`src/sv/lfu_pkg.sv`:
```
`timescale 1ns / 1ps
`default_nettype none

package lfu_pkg;

    // table geometry
    localparam int ENTRIES    = 16;
    localparam int KEY_BITS   = 32;
    localparam int VALUE_BITS = 32;
    localparam int CNT_BITS   = 16;
    localparam int CAP_BITS   = 5;
    localparam int IDX_BITS   = $clog2(ENTRIES);
    localparam int SCAN_BITS  = IDX_BITS + 1;
    localparam int OCC_BITS   = $clog2(ENTRIES + 1);
    localparam int CMP_BITS   = (OCC_BITS > CAP_BITS) ? OCC_BITS : CAP_BITS;

    localparam logic [CNT_BITS-1:0] COUNT_MAX = {CNT_BITS{1'b1}};
    localparam logic [CNT_BITS-1:0] COUNT_ONE = CNT_BITS'(1);
    localparam logic [CAP_BITS-1:0] CAP_RESET = CAP_BITS'(16);

    // operation codes
    localparam logic MODE_GET = 1'b0;
    localparam logic MODE_PUT = 1'b1;

    typedef struct packed {
        logic                  mode;
        logic [KEY_BITS-1:0]   lookup_key;
        logic [VALUE_BITS-1:0] write_value;
    } in_item_t;

    typedef struct packed {
        logic                  hit;
        logic [VALUE_BITS-1:0] read_value;
        logic                  evicted;
        logic [KEY_BITS-1:0]   evicted_key;
    } out_item_t;

    // one word of the entry memory
    typedef struct packed {
        logic [KEY_BITS-1:0]   key;
        logic [VALUE_BITS-1:0] value;
        logic [CNT_BITS-1:0]   count;
    } entry_t;

    // recency update broadcast to the rank cells
    typedef enum logic [1:0] {
        RANK_HOLD    = 2'd0,
        RANK_TOUCH   = 2'd1,
        RANK_INSERT  = 2'd2,
        RANK_REPLACE = 2'd3
    } rank_op_t;

    typedef struct packed {
        rank_op_t            op;
        logic [IDX_BITS-1:0] slot;
        logic [IDX_BITS-1:0] ref_rank;
    } rank_cmd_t;

endpackage

`default_nettype wire

```
`src/sv/lfu_entry_ram.sv`:
```
`timescale 1ns / 1ps
`default_nettype none

module lfu_entry_ram (
    input  wire logic                         clk,
    input  wire logic                         we,
    input  wire logic [lfu_pkg::IDX_BITS-1:0] waddr,
    input  wire lfu_pkg::entry_t              wdata,
    input  wire logic                         re,
    input  wire logic [lfu_pkg::IDX_BITS-1:0] raddr,
    output lfu_pkg::entry_t                   rdata
);
    import lfu_pkg::*;

    entry_t mem [ENTRIES];

    // write port
    always_ff @(posedge clk)
    begin
        if (we)
        begin
            mem[waddr] <= wdata;
        end
    end

    // registered read port
    always_ff @(posedge clk)
    begin
        if (re)
        begin
            rdata <= mem[raddr];
        end
    end

endmodule

`default_nettype wire

```
`src/sv/lfu_rank_cells.sv`:
```
`timescale 1ns / 1ps
`default_nettype none

module lfu_rank_cells (
    input  wire logic                         clk,
    input  wire logic                         rst_n,
    input  wire lfu_pkg::rank_cmd_t           cmd,
    input  wire logic [lfu_pkg::IDX_BITS-1:0] rd_idx,
    output logic [lfu_pkg::ENTRIES-1:0]       valid,
    output logic [lfu_pkg::IDX_BITS-1:0]      rd_rank
);
    import lfu_pkg::*;

    logic [ENTRIES-1:0]  valid_reg;
    logic [ENTRIES-1:0]  valid_next;
    logic [IDX_BITS-1:0] rank_reg  [ENTRIES];
    logic [IDX_BITS-1:0] rank_next [ENTRIES];

    // each cell updates its own rank from the broadcast command
    always_comb
    begin
        valid_next = valid_reg;
        for (int i = 0; i < ENTRIES; i++)
        begin
            rank_next[i] = rank_reg[i];
            unique case (cmd.op)
                RANK_HOLD:
                begin
                end
                RANK_TOUCH:
                begin
                    if (IDX_BITS'(i) == cmd.slot)
                        rank_next[i] = '0;
                    else if (valid_reg[i] && rank_reg[i] < cmd.ref_rank)
                        rank_next[i] = rank_reg[i] + IDX_BITS'(1);
                end
                RANK_INSERT:
                begin
                    if (IDX_BITS'(i) == cmd.slot)
                    begin
                        rank_next[i]  = '0;
                        valid_next[i] = 1'b1;
                    end
                    else if (valid_reg[i])
                        rank_next[i] = rank_reg[i] + IDX_BITS'(1);
                end
                RANK_REPLACE:
                begin
                    // victim leaves, newcomer takes its slot at the front
                    if (IDX_BITS'(i) == cmd.slot)
                        rank_next[i] = '0;
                    else if (valid_reg[i] && !(rank_reg[i] > cmd.ref_rank))
                        rank_next[i] = rank_reg[i] + IDX_BITS'(1);
                end
                default:
                begin
                end
            endcase
        end
    end

    always_ff @(posedge clk or negedge rst_n)
    begin
        if (!rst_n)
        begin
            valid_reg <= '0;
        end
        else
        begin
            valid_reg <= valid_next;
        end
    end

    always_ff @(posedge clk)
    begin
        for (int i = 0; i < ENTRIES; i++)
        begin
            rank_reg[i] <= rank_next[i];
        end
    end

    assign valid   = valid_reg;
    assign rd_rank = rank_reg[rd_idx];

endmodule

`default_nettype wire

```
`src/sv/lfu_cache_table_core.sv`:
```
`timescale 1ns / 1ps
`default_nettype none

// Fully associative key/value cache with least-frequently-used replacement.
// Keys, values and use counts sit in a one-port-read, one-port-write memory;
// valid bits and recency ranks live in a row of per-entry cells. Each item is
// handled one at a time: the memory is swept one entry per cycle (hit search, first
// free slot and eviction victim found in the same sweep), the last read lands,
// then an apply step writes the entry back and loads the output register. The
// input is ready again only after the write-back, so a new item is accepted
// only once the previous one has been written back. A finished result may wait
// in the output register while the next item is already being swept; the
// write-back holds only if that register is still full. The capacity register
// is written through cfg_valid/cfg_data and should only change while the block
// is idle.
module lfu_cache_table_core (
    input  wire logic                         clk,
    input  wire logic                         rst_n,
    input  wire logic                         in_valid,
    output logic                              in_ready,
    input  wire lfu_pkg::in_item_t            in_item,
    output logic                              out_valid,
    input  wire logic                         out_ready,
    output lfu_pkg::out_item_t                out_item,
    input  wire logic                         cfg_valid,
    output logic                              cfg_ready,
    input  wire logic [lfu_pkg::CAP_BITS-1:0] cfg_data
);
    import lfu_pkg::*;

    typedef enum logic [2:0] {
        S_IDLE  = 3'b001,
        S_SCAN  = 3'b010,
        S_APPLY = 3'b100
    } state_t;

    state_t                state_reg, state_next;
    logic [CAP_BITS-1:0]   cap_reg, cap_next;
    logic [OCC_BITS-1:0]   occ_reg, occ_next;
    in_item_t              req_reg, req_next;
    logic [SCAN_BITS-1:0]  scan_idx_reg, scan_idx_next;
    logic                  rd_vld_reg, rd_vld_next;
    logic [IDX_BITS-1:0]   rd_idx_reg, rd_idx_next;
    logic                  found_reg, found_next;
    logic [IDX_BITS-1:0]   hit_idx_reg, hit_idx_next;
    entry_t                hit_word_reg, hit_word_next;
    logic [IDX_BITS-1:0]   hit_rank_reg, hit_rank_next;
    logic                  free_found_reg, free_found_next;
    logic [IDX_BITS-1:0]   free_idx_reg, free_idx_next;
    logic                  vic_have_reg, vic_have_next;
    logic [IDX_BITS-1:0]   vic_idx_reg, vic_idx_next;
    logic [KEY_BITS-1:0]   vic_key_reg, vic_key_next;
    logic [CNT_BITS-1:0]   vic_count_reg, vic_count_next;
    logic [IDX_BITS-1:0]   vic_rank_reg, vic_rank_next;
    logic                  out_valid_reg, out_valid_next;
    out_item_t             out_item_reg, out_item_next;

    logic                  ram_we;
    logic [IDX_BITS-1:0]   ram_waddr;
    entry_t                ram_wdata;
    logic                  ram_re;
    entry_t                ram_rdata;
    rank_cmd_t             rank_cmd;
    logic [ENTRIES-1:0]    valid;
    logic [IDX_BITS-1:0]   rd_rank;

    logic                  scan_issue;
    logic                  apply_fire;
    logic [CMP_BITS-1:0]   cap_ext;
    logic [CMP_BITS-1:0]   cap_eff;
    logic                  cap_zero;
    logic                  table_full;
    logic [CNT_BITS-1:0]   count_inc;

    // entry storage: written only in the apply cycle, read only while sweeping,
    // so a read never meets a pending write to the same entry
    lfu_entry_ram u_ram (
        .clk   (clk),
        .we    (ram_we),
        .waddr (ram_waddr),
        .wdata (ram_wdata),
        .re    (ram_re),
        .raddr (scan_idx_reg[IDX_BITS-1:0]),
        .rdata (ram_rdata)
    );

    // valid bits and recency ranks
    lfu_rank_cells u_cells (
        .clk     (clk),
        .rst_n   (rst_n),
        .cmd     (rank_cmd),
        .rd_idx  (rd_idx_reg),
        .valid   (valid),
        .rd_rank (rd_rank)
    );

    // handshakes
    assign in_ready   = (state_reg == S_IDLE);
    assign cfg_ready  = 1'b1;
    assign out_valid  = out_valid_reg;
    assign out_item   = out_item_reg;
    assign scan_issue = (state_reg == S_SCAN) && (scan_idx_reg < SCAN_BITS'(ENTRIES));
    assign ram_re     = scan_issue;
    assign apply_fire = (state_reg == S_APPLY) && (!out_valid_reg || out_ready);

    // effective capacity and fill level
    assign cap_ext    = CMP_BITS'(cap_reg);
    assign cap_eff    = (cap_ext > CMP_BITS'(ENTRIES)) ? CMP_BITS'(ENTRIES) : cap_ext;
    assign cap_zero   = (cap_eff == '0);
    assign table_full = (CMP_BITS'(occ_reg) >= cap_eff);
    assign count_inc  = (hit_word_reg.count == COUNT_MAX) ? hit_word_reg.count
                                                          : hit_word_reg.count + COUNT_ONE;

    // sequencing, sweep bookkeeping and the apply decision
    always_comb
    begin
        state_next      = state_reg;
        cap_next        = cap_reg;
        occ_next        = occ_reg;
        req_next        = req_reg;
        scan_idx_next   = scan_idx_reg;
        rd_vld_next     = scan_issue;
        rd_idx_next     = scan_idx_reg[IDX_BITS-1:0];
        found_next      = found_reg;
        hit_idx_next    = hit_idx_reg;
        hit_word_next   = hit_word_reg;
        hit_rank_next   = hit_rank_reg;
        free_found_next = free_found_reg;
        free_idx_next   = free_idx_reg;
        vic_have_next   = vic_have_reg;
        vic_idx_next    = vic_idx_reg;
        vic_key_next    = vic_key_reg;
        vic_count_next  = vic_count_reg;
        vic_rank_next   = vic_rank_reg;
        out_valid_next  = out_valid_reg;
        out_item_next   = out_item_reg;
        ram_we          = 1'b0;
        ram_waddr       = hit_idx_reg;
        ram_wdata       = hit_word_reg;
        rank_cmd        = '{op: RANK_HOLD, slot: hit_idx_reg, ref_rank: hit_rank_reg};

        // configuration write
        if (cfg_valid)
            cap_next = cfg_data;

        // output register drains
        if (out_valid_reg && out_ready)
            out_valid_next = 1'b0;

        // one memory word arrives per cycle during the sweep
        if (rd_vld_reg)
        begin
            if (valid[rd_idx_reg] && ram_rdata.key == req_reg.lookup_key && !found_reg)
            begin
                found_next    = 1'b1;
                hit_idx_next  = rd_idx_reg;
                hit_word_next = ram_rdata;
                hit_rank_next = rd_rank;
            end
            if (!valid[rd_idx_reg] && !free_found_reg)
            begin
                free_found_next = 1'b1;
                free_idx_next   = rd_idx_reg;
            end
            if (valid[rd_idx_reg] && (!vic_have_reg || ram_rdata.count < vic_count_reg ||
                (ram_rdata.count == vic_count_reg && rd_rank > vic_rank_reg)))
            begin
                vic_have_next  = 1'b1;
                vic_idx_next   = rd_idx_reg;
                vic_key_next   = ram_rdata.key;
                vic_count_next = ram_rdata.count;
                vic_rank_next  = rd_rank;
            end
        end

        unique case (state_reg)
            S_IDLE:
            begin
                if (in_valid)
                begin
                    req_next        = in_item;
                    scan_idx_next   = '0;
                    found_next      = 1'b0;
                    free_found_next = 1'b0;
                    vic_have_next   = 1'b0;
                    state_next      = S_SCAN;
                end
            end
            S_SCAN:
            begin
                if (scan_issue)
                    scan_idx_next = scan_idx_reg + SCAN_BITS'(1);
                else
                    state_next = S_APPLY;
            end
            S_APPLY:
            begin
                if (apply_fire)
                begin
                    out_valid_next            = 1'b1;
                    out_item_next.hit         = found_reg;
                    out_item_next.read_value  = '0;
                    out_item_next.evicted     = 1'b0;
                    out_item_next.evicted_key = '0;
                    state_next                = S_IDLE;

                    if (found_reg && (req_reg.mode == MODE_GET || !cap_zero))
                    begin
                        // hit: bump count, refresh recency, put replaces value
                        if (req_reg.mode == MODE_GET)
                            out_item_next.read_value = hit_word_reg.value;
                        ram_we          = 1'b1;
                        ram_waddr       = hit_idx_reg;
                        ram_wdata       = hit_word_reg;
                        ram_wdata.count = count_inc;
                        if (req_reg.mode == MODE_PUT)
                            ram_wdata.value = req_reg.write_value;
                        rank_cmd = '{op: RANK_TOUCH, slot: hit_idx_reg,
                                     ref_rank: hit_rank_reg};
                    end
                    else if (!found_reg && req_reg.mode == MODE_PUT && !cap_zero)
                    begin
                        // put miss: insert, evicting the victim when full
                        ram_we    = 1'b1;
                        ram_wdata = '{key: req_reg.lookup_key,
                                      value: req_reg.write_value,
                                      count: COUNT_ONE};
                        if (table_full)
                        begin
                            ram_waddr                 = vic_idx_reg;
                            out_item_next.evicted     = 1'b1;
                            out_item_next.evicted_key = vic_key_reg;
                            rank_cmd = '{op: RANK_REPLACE, slot: vic_idx_reg,
                                         ref_rank: vic_rank_reg};
                        end
                        else
                        begin
                            ram_waddr = free_idx_reg;
                            occ_next  = occ_reg + OCC_BITS'(1);
                            rank_cmd  = '{op: RANK_INSERT, slot: free_idx_reg,
                                          ref_rank: vic_rank_reg};
                        end
                    end
                end
            end
            default:
            begin
                state_next = S_IDLE;
            end
        endcase
    end

    // control registers
    always_ff @(posedge clk or negedge rst_n)
    begin
        if (!rst_n)
        begin
            state_reg      <= S_IDLE;
            cap_reg        <= CAP_RESET;
            occ_reg        <= '0;
            scan_idx_reg   <= '0;
            rd_vld_reg     <= 1'b0;
            found_reg      <= 1'b0;
            free_found_reg <= 1'b0;
            vic_have_reg   <= 1'b0;
            out_valid_reg  <= 1'b0;
        end
        else
        begin
            state_reg      <= state_next;
            cap_reg        <= cap_next;
            occ_reg        <= occ_next;
            scan_idx_reg   <= scan_idx_next;
            rd_vld_reg     <= rd_vld_next;
            found_reg      <= found_next;
            free_found_reg <= free_found_next;
            vic_have_reg   <= vic_have_next;
            out_valid_reg  <= out_valid_next;
        end
    end

    // payload registers
    always_ff @(posedge clk)
    begin
        req_reg       <= req_next;
        rd_idx_reg    <= rd_idx_next;
        hit_idx_reg   <= hit_idx_next;
        hit_word_reg  <= hit_word_next;
        hit_rank_reg  <= hit_rank_next;
        free_idx_reg  <= free_idx_next;
        vic_idx_reg   <= vic_idx_next;
        vic_key_reg   <= vic_key_next;
        vic_count_reg <= vic_count_next;
        vic_rank_reg  <= vic_rank_next;
        out_item_reg  <= out_item_next;
    end

endmodule

`default_nettype wire

```
`config.mk`:
```
export PLATFORM = sky130hd
export DESIGN_NAME = lfu_cache_table_core
export DESIGN_NICKNAME = d
export VERILOG_FILES = /design/src/sv/lfu_pkg.sv /design/src/sv/lfu_entry_ram.sv /design/src/sv/lfu_rank_cells.sv /design/src/sv/lfu_cache_table_core.sv
export SDC_FILE = /design/constraint.sdc
export NUM_CORES = 2
export LEC_CHECK = 0
export BUFFER_PORTS_ARGS = -buffer_cell sky130_fd_sc_hd__buf_4
export CAP_MARGIN = 20
export CORE_ASPECT_RATIO = 0.9
export CORE_MARGIN = 5
export CORE_UTILIZATION = 62
export DETAILED_ROUTE_END_ITERATION = 7
export PLACE_DENSITY_LB_ADDON = 0.1
export REMOVE_ABC_BUFFERS = 1
export SLEW_MARGIN = 25
export SYNTH_ARGS = -nofsm -noshare
export SYNTH_HDL_FRONTEND = slang
export SYNTH_SLANG_ARGS = --single-unit
```
`constraint.sdc`:
```
create_clock -name clk -period 10.3 [get_ports clk]
set_clock_uncertainty 0.2 [all_clocks]
set_input_delay 2.06 -clock clk [delete_from_list [all_inputs] [get_ports clk]]
set_output_delay 2.06 -clock clk [all_outputs]
set_load 0.005 [all_outputs]
```
After elaboration in Yosys (flattened, before gate mapping)
Memories as Yosys holds them, arrays and structs flattened. A register that Yosys moved wholly into a read port is not among the register bits. Index checks and enable logic that the tools add are counted. Widths: inputs -> output; s select.

Memories: 2. Bits in writable memories: 1344. Output and inout port bits: 69. Bits in registers: 322. Word-level logic and storage cells: 393.

Memories: u_ram.mem (words 16, bits a word 80, rd ports 1, clocked after memory_dff 1, write ports 1, line lfu_entry_ram.sv:15) `entry_t mem [ENTRIES];`; u_cells.rank_reg (words 16, bits a word 4, rd ports 17, clocked after memory_dff 1, write ports 16, line lfu_rank_cells.sv:16) `logic [IDX_BITS-1:0] rank_reg [ENTRIES];`.

Bitwise operators: 4. Mux-type cells: 160. $add $sub $neg: 19. Reduce and logical (&&, ||, !) cells: 99. Order comparisons: 38. Equal/unequal tests: 28.

Operators by type and width (count): $mux 4 (101); $mux 80 (4); $pmux 4 s3 (16); $gt 4x4->1 (17); $add 4x1->4 const B (16); $lt 4x4->1 (16); $logic_and 1x1->1 (43); $reduce_and 2->1 (21); $mux 10 (4); $mux 33 (1); $eq 32x32->1 (1); $eq 4x4->1 const A (8); $mux 32 (1); $logic_not 1->1 (22); $mux 1 (22); $add 16x1->16 const B (1); $eq 16x16->1 (1); $eq 16x16->1 const B (1); $eq 3x4->1 const A (4); $lt 16x16->1 (1); $mux 16 (1); $mux 5 (3); $add 5x1->5 const B (2); $pmux 5 s2 (1); 25 further kinds (40).

Longest topological paths before layout
Depth after elaboration: 15. Gate-level depth with buffers: 16. Depth with buffers taken out: 13.

Hierarchy
From an unflattened synthesis, not the netlist that was laid out.

Cells, all modules: 3353. Area, all modules: 68349.3 µm².

By module, submodules not included: lfu_entry_ram (area an instance 50223.2 µm², sequential area each 40839.2 µm², cells each 2054, instances 1); lfu_cache_table_core (area an instance 12475.7 µm², sequential area each 9036.2 µm², cells each 768, instances 1); lfu_rank_cells (area an instance 5650.4 µm², sequential area each 2322.2 µm², cells each 531, instances 1).

Worst setup path after synthesis
No wires, ideal clock.

Path type: input to register. From: in out_ready. To: mem u_ram.mem[3][0] in the netlist's numbering (enable). Setup slack: 0.506 ns. Arrival time: 8.956 ns. Data required time: 9.462 ns. Library setup time: 0.638 ns. Cell stages on the path: 8. Path buffers: 3. Cell sequence: nor2b_1 or2_1 nor2_1 buf_4 buf_4 buf_2 a21oi_1 a211oi_1.

Word-level cells in the longest chain between the ends: 6. Elaborated cells on any way between the ends: 8. Classes of those cells: mux: 6; reduce/logical: 2.

Ends and longest elaborated chain: from (decl) (line lfu_cache_table_core.sv:23) `input wire logic out_ready,`; $logic_or 1x1->1 * (line lfu_cache_table_core.sv:104) `assign apply_fire = (state_reg == S_APPLY) && (!out_valid_reg || out_ready);`; $logic_and 1x1->1 * (line lfu_cache_table_core.sv:104); $mux 1 (line lfu_cache_table_core.sv:198) `if (apply_fire)`; $mux 1 (line lfu_cache_table_core.sv:176) `unique case (state_reg)`; $mux 1 (line lfu_entry_ram.sv:20) `if (we)`; $mux 1 (not written as such) (line lfu_entry_ram.sv:22) `mem[waddr] <= wdata;`; to (decl) (line lfu_entry_ram.sv:15).

Mark *: on every way between the ends. The rest lies on a longest branch, timed or not.

==> qor.csv <==
stage,metric,value,unit
status,outcome,finished clean,
critical_path,crit_slowest_cell,nand2_1,
critical_path,critPathKind,input pin to register,
detailed_routing,ant_nets,0,
final_layout,instances_no_fill,5170,
detailed_routing,dr.pass1.iters,5,
critical_path,cp_data_arrival_time,5980,ps
synth,synth-compound-area-share,0.0203,
synth,synth-xor-area-share,0.00890,
floorplanning,std_cell_rows,116,
synth,async_reset_ff_frac,0.0223,
power_and_ir_drop,total_power,0.0161,W
placed_design,port_buffers,142,
floorplanning,die-area,0.118,mm^2
final_layout,layout.area.seq,0.0522,mm^2
synth,syn_area_per_cell,20.8,um^2
final_layout,multi_input_area,0.0161,mm^2
placed_design,hpwl,90500,um
detailed_routing,num_vias,34400,
flow_run,drv_cap,0,
synth,ys_ff_latch,1746,
final_layout,largest_reg_flops,1280,
power_and_ir_drop,p_leak,25.2,nW
floorplanning,io_pins,144,
critical_path,endpoint_kind,register,
grt,grt_pass1_vias,34900,
grt,grt_pass1_wl,237000,um
cts,cts_sinks,1746,
synth,ys_types,67,
critical_path,critPathBufInv,3,
placed_design,placedCellCount,4860,
final_layout,fillers,6609,
sta,worstMarginPinSlew,1110,ps
cts,postCtsHoldBufs,0,
synth,synth_fa_ha_area_frac,0.0196,
sta,hold_violations,0,
final_layout,final_util,0.702,
sta,fmax,173,MHz
worst_hold_path,hold_class,register to register,
placed_design,routabilityCongestion,0.892,
critical_path,crit_path_start_kind,input pin,
sta,tns,0,ps
cts,clk_latency,790,ps
final_layout,final_area,0.0777,mm^2
synth,synth_cells,3306,
synth,yosysTopAreaCell,edfxtp_1,
cts,cts_tree,yes,
sta,rsz0062_at_grt,no,
grt,antenna_found_initial,3,
cts,h-tree-depth,4,
critical_path,critical_path_required,10520,ps
detailed_routing,route.detailed.wl_per_inst,31.2,um
final_layout,layout_common_cells,"edfxtp_1 (1,703), mux4_2 (423), buf_4 (215)",
synth,syn_area,0.0689,mm^2
synth,synth_top_family_by_area,multiplexers,
critical_path,max_stage_delay,790,ps
detailed_routing,viasPerCell,6.65,
synth,synthFlopType,edfxtp_1,
final_layout,layout-drive-gt1-share,0.270,
grt,grt_max_degree,136,
synth,ys_seq_area_frac,0.758,
cts,root_buffer,clkbuf_16,
sta,finalCritPeriodShare,0.560,
synth,yosys.area_share.simple,0.0343,
cts,cts_buffers,168,
power_and_ir_drop,peakVddDrop,0.196,mV
final_layout,areaGrowthSynthToFinish,12.8,%
floorplanning,die_x,361,um
synth,synth_edf_count,1703,
floorplanning,core,0.111,mm^2
detailed_routing,remaining_drc_errors,0,
sta,slew_viol_final,0,
synth,yosysTopAreaCellShare,0.743,
final_layout,layout_commonest_cell,edfxtp_1,
sta,setup_viol,0,
synth,synth.area.mux_share,0.146,
grt,grt_usage,0.277,
critical_path,crit_fanout,44,
synth,synth_area_leaders,"edfxtp_1 (74%), mux4_2 (14%), ha_1 (2.0%)",
floorplanning,start_util,0.622,
sta,period_needed,5770,ps
critical_path,path_delay_family,simple AND/OR/NAND/NOR gates,
placed_design,placed_area,0.0720,mm^2
floorplanning,die-height,326,um
critical_path,crit_chain,"buf_4, nor2b_1, or2_1, inv_4, nand2_2, buf_4, nand2_1, nand2_1, ha_1, nor2b_1, o21a_1, o21a_1, o22ai_1, o21ai_0, a31oi_1",
synth,yosysWarnings,0,
sta,relSlewSlack,0.250,
detailed_routing,wl,161000,um
power_and_ir_drop,power_density,207,mW/mm^2
cts,post_cts_resize_count,0,
detailed_routing,drt_iter0_drc,4251,
final_layout,nNetsFinal,3741,
cts,clkTransAtPathRegs,60,ps
grt,grt_overflow,0,
cts,cts_setup_buffers,0,
cts,cts_buffer_depth,3,
-- power breakdown --
group | leakage, nW | total, W | switching (W) | internal [W]
clock | 2.69 | 0.00617 | 0.00261 | 0.00355
sequential | 15.9 | 0.00807 | 0.000149 | 0.00792
combinational | 6.64 | 0.00183 | 0.000893 | 0.000936
total | 25.2 | 0.0161 | 0.00366 | 0.0124
-- metal layers --
metal,up-vias,GRT usage,share of wire
li1,14100,-,-
met1,18200,0.418,0.41
met2,1832,0.427,0.48
met3,277,0.0520,0.092
met4,0,0.0761,0.026
met5,-,0,0
-- layout make-up --
class                      count  area share
sequential                  1746       0.672
multi-input combinational   1351       0.207
clock buffer                 201      0.0569
tap                         1475      0.0238
timing repair buffer         226      0.0232
clock inverter               105      0.0144
inverter                      65     0.00317
antenna                        1   0.0000322
-- synth_stat cells (37+ instances only) --
library cell     n
mux4_2         423
nand3_1         37
nor2_1         110
xnor2_1         52
edfxtp_1      1703
and3_1          72
mux2_2          38
o21ai_0         42
buf_2           47
nand2_1        141
dfrtp_1         37
clkbuf_1        82
inv_1           65
a21oi_1         56
ha_1           108
-- path summary, 6_finish.rpt --
| path | startpoint | to | slack, ps | cells past startpoint |
|---|---|---|---|---|
| worst max-delay path | out_ready | u_cells.rank_reg[8][0] | 4530 | 15 |
| worst min-delay path | u_ram.rdata[43] | hit_word_reg[43] | 220 | 0 |
| worst max register to register | cap_ext[2] | u_ram.mem[15][39] | 4830 | 12 |
| worst min register to register | u_ram.rdata[43] | hit_word_reg[43] | 220 | 0 |
| max in group asynchronous | rst_n | scan_idx_reg[3] | 8370 | 1 |
| min in group asynchronous | rst_n | scan_idx_reg[1] | 1080 | 1 |
-- stage by stage --
stage               hold slack, ps  setup slack, ps
finish                         218             4530
global route                   225             4360
CTS                            217             4640
detailed placement             205             3860
global placement               207             3910
floorplan                      200            -3430
-- logic make-up (layout without fill, tap and decap cells) --
| logic type | count (synthesis) | in the layout |
|---|---|---|
| mux | 472 | 472 |
| other cells | 1 | 2 |
| simple gates | 487 | 487 |
| xor+xnor | 70 | 70 |
| fa+ha+maj | 108 | 108 |
| compound gates | 213 | 213 |
| buf+inv | 209 | 597 |
| flops | 1746 | 1746 |
(Power assumes the default switching activity.)
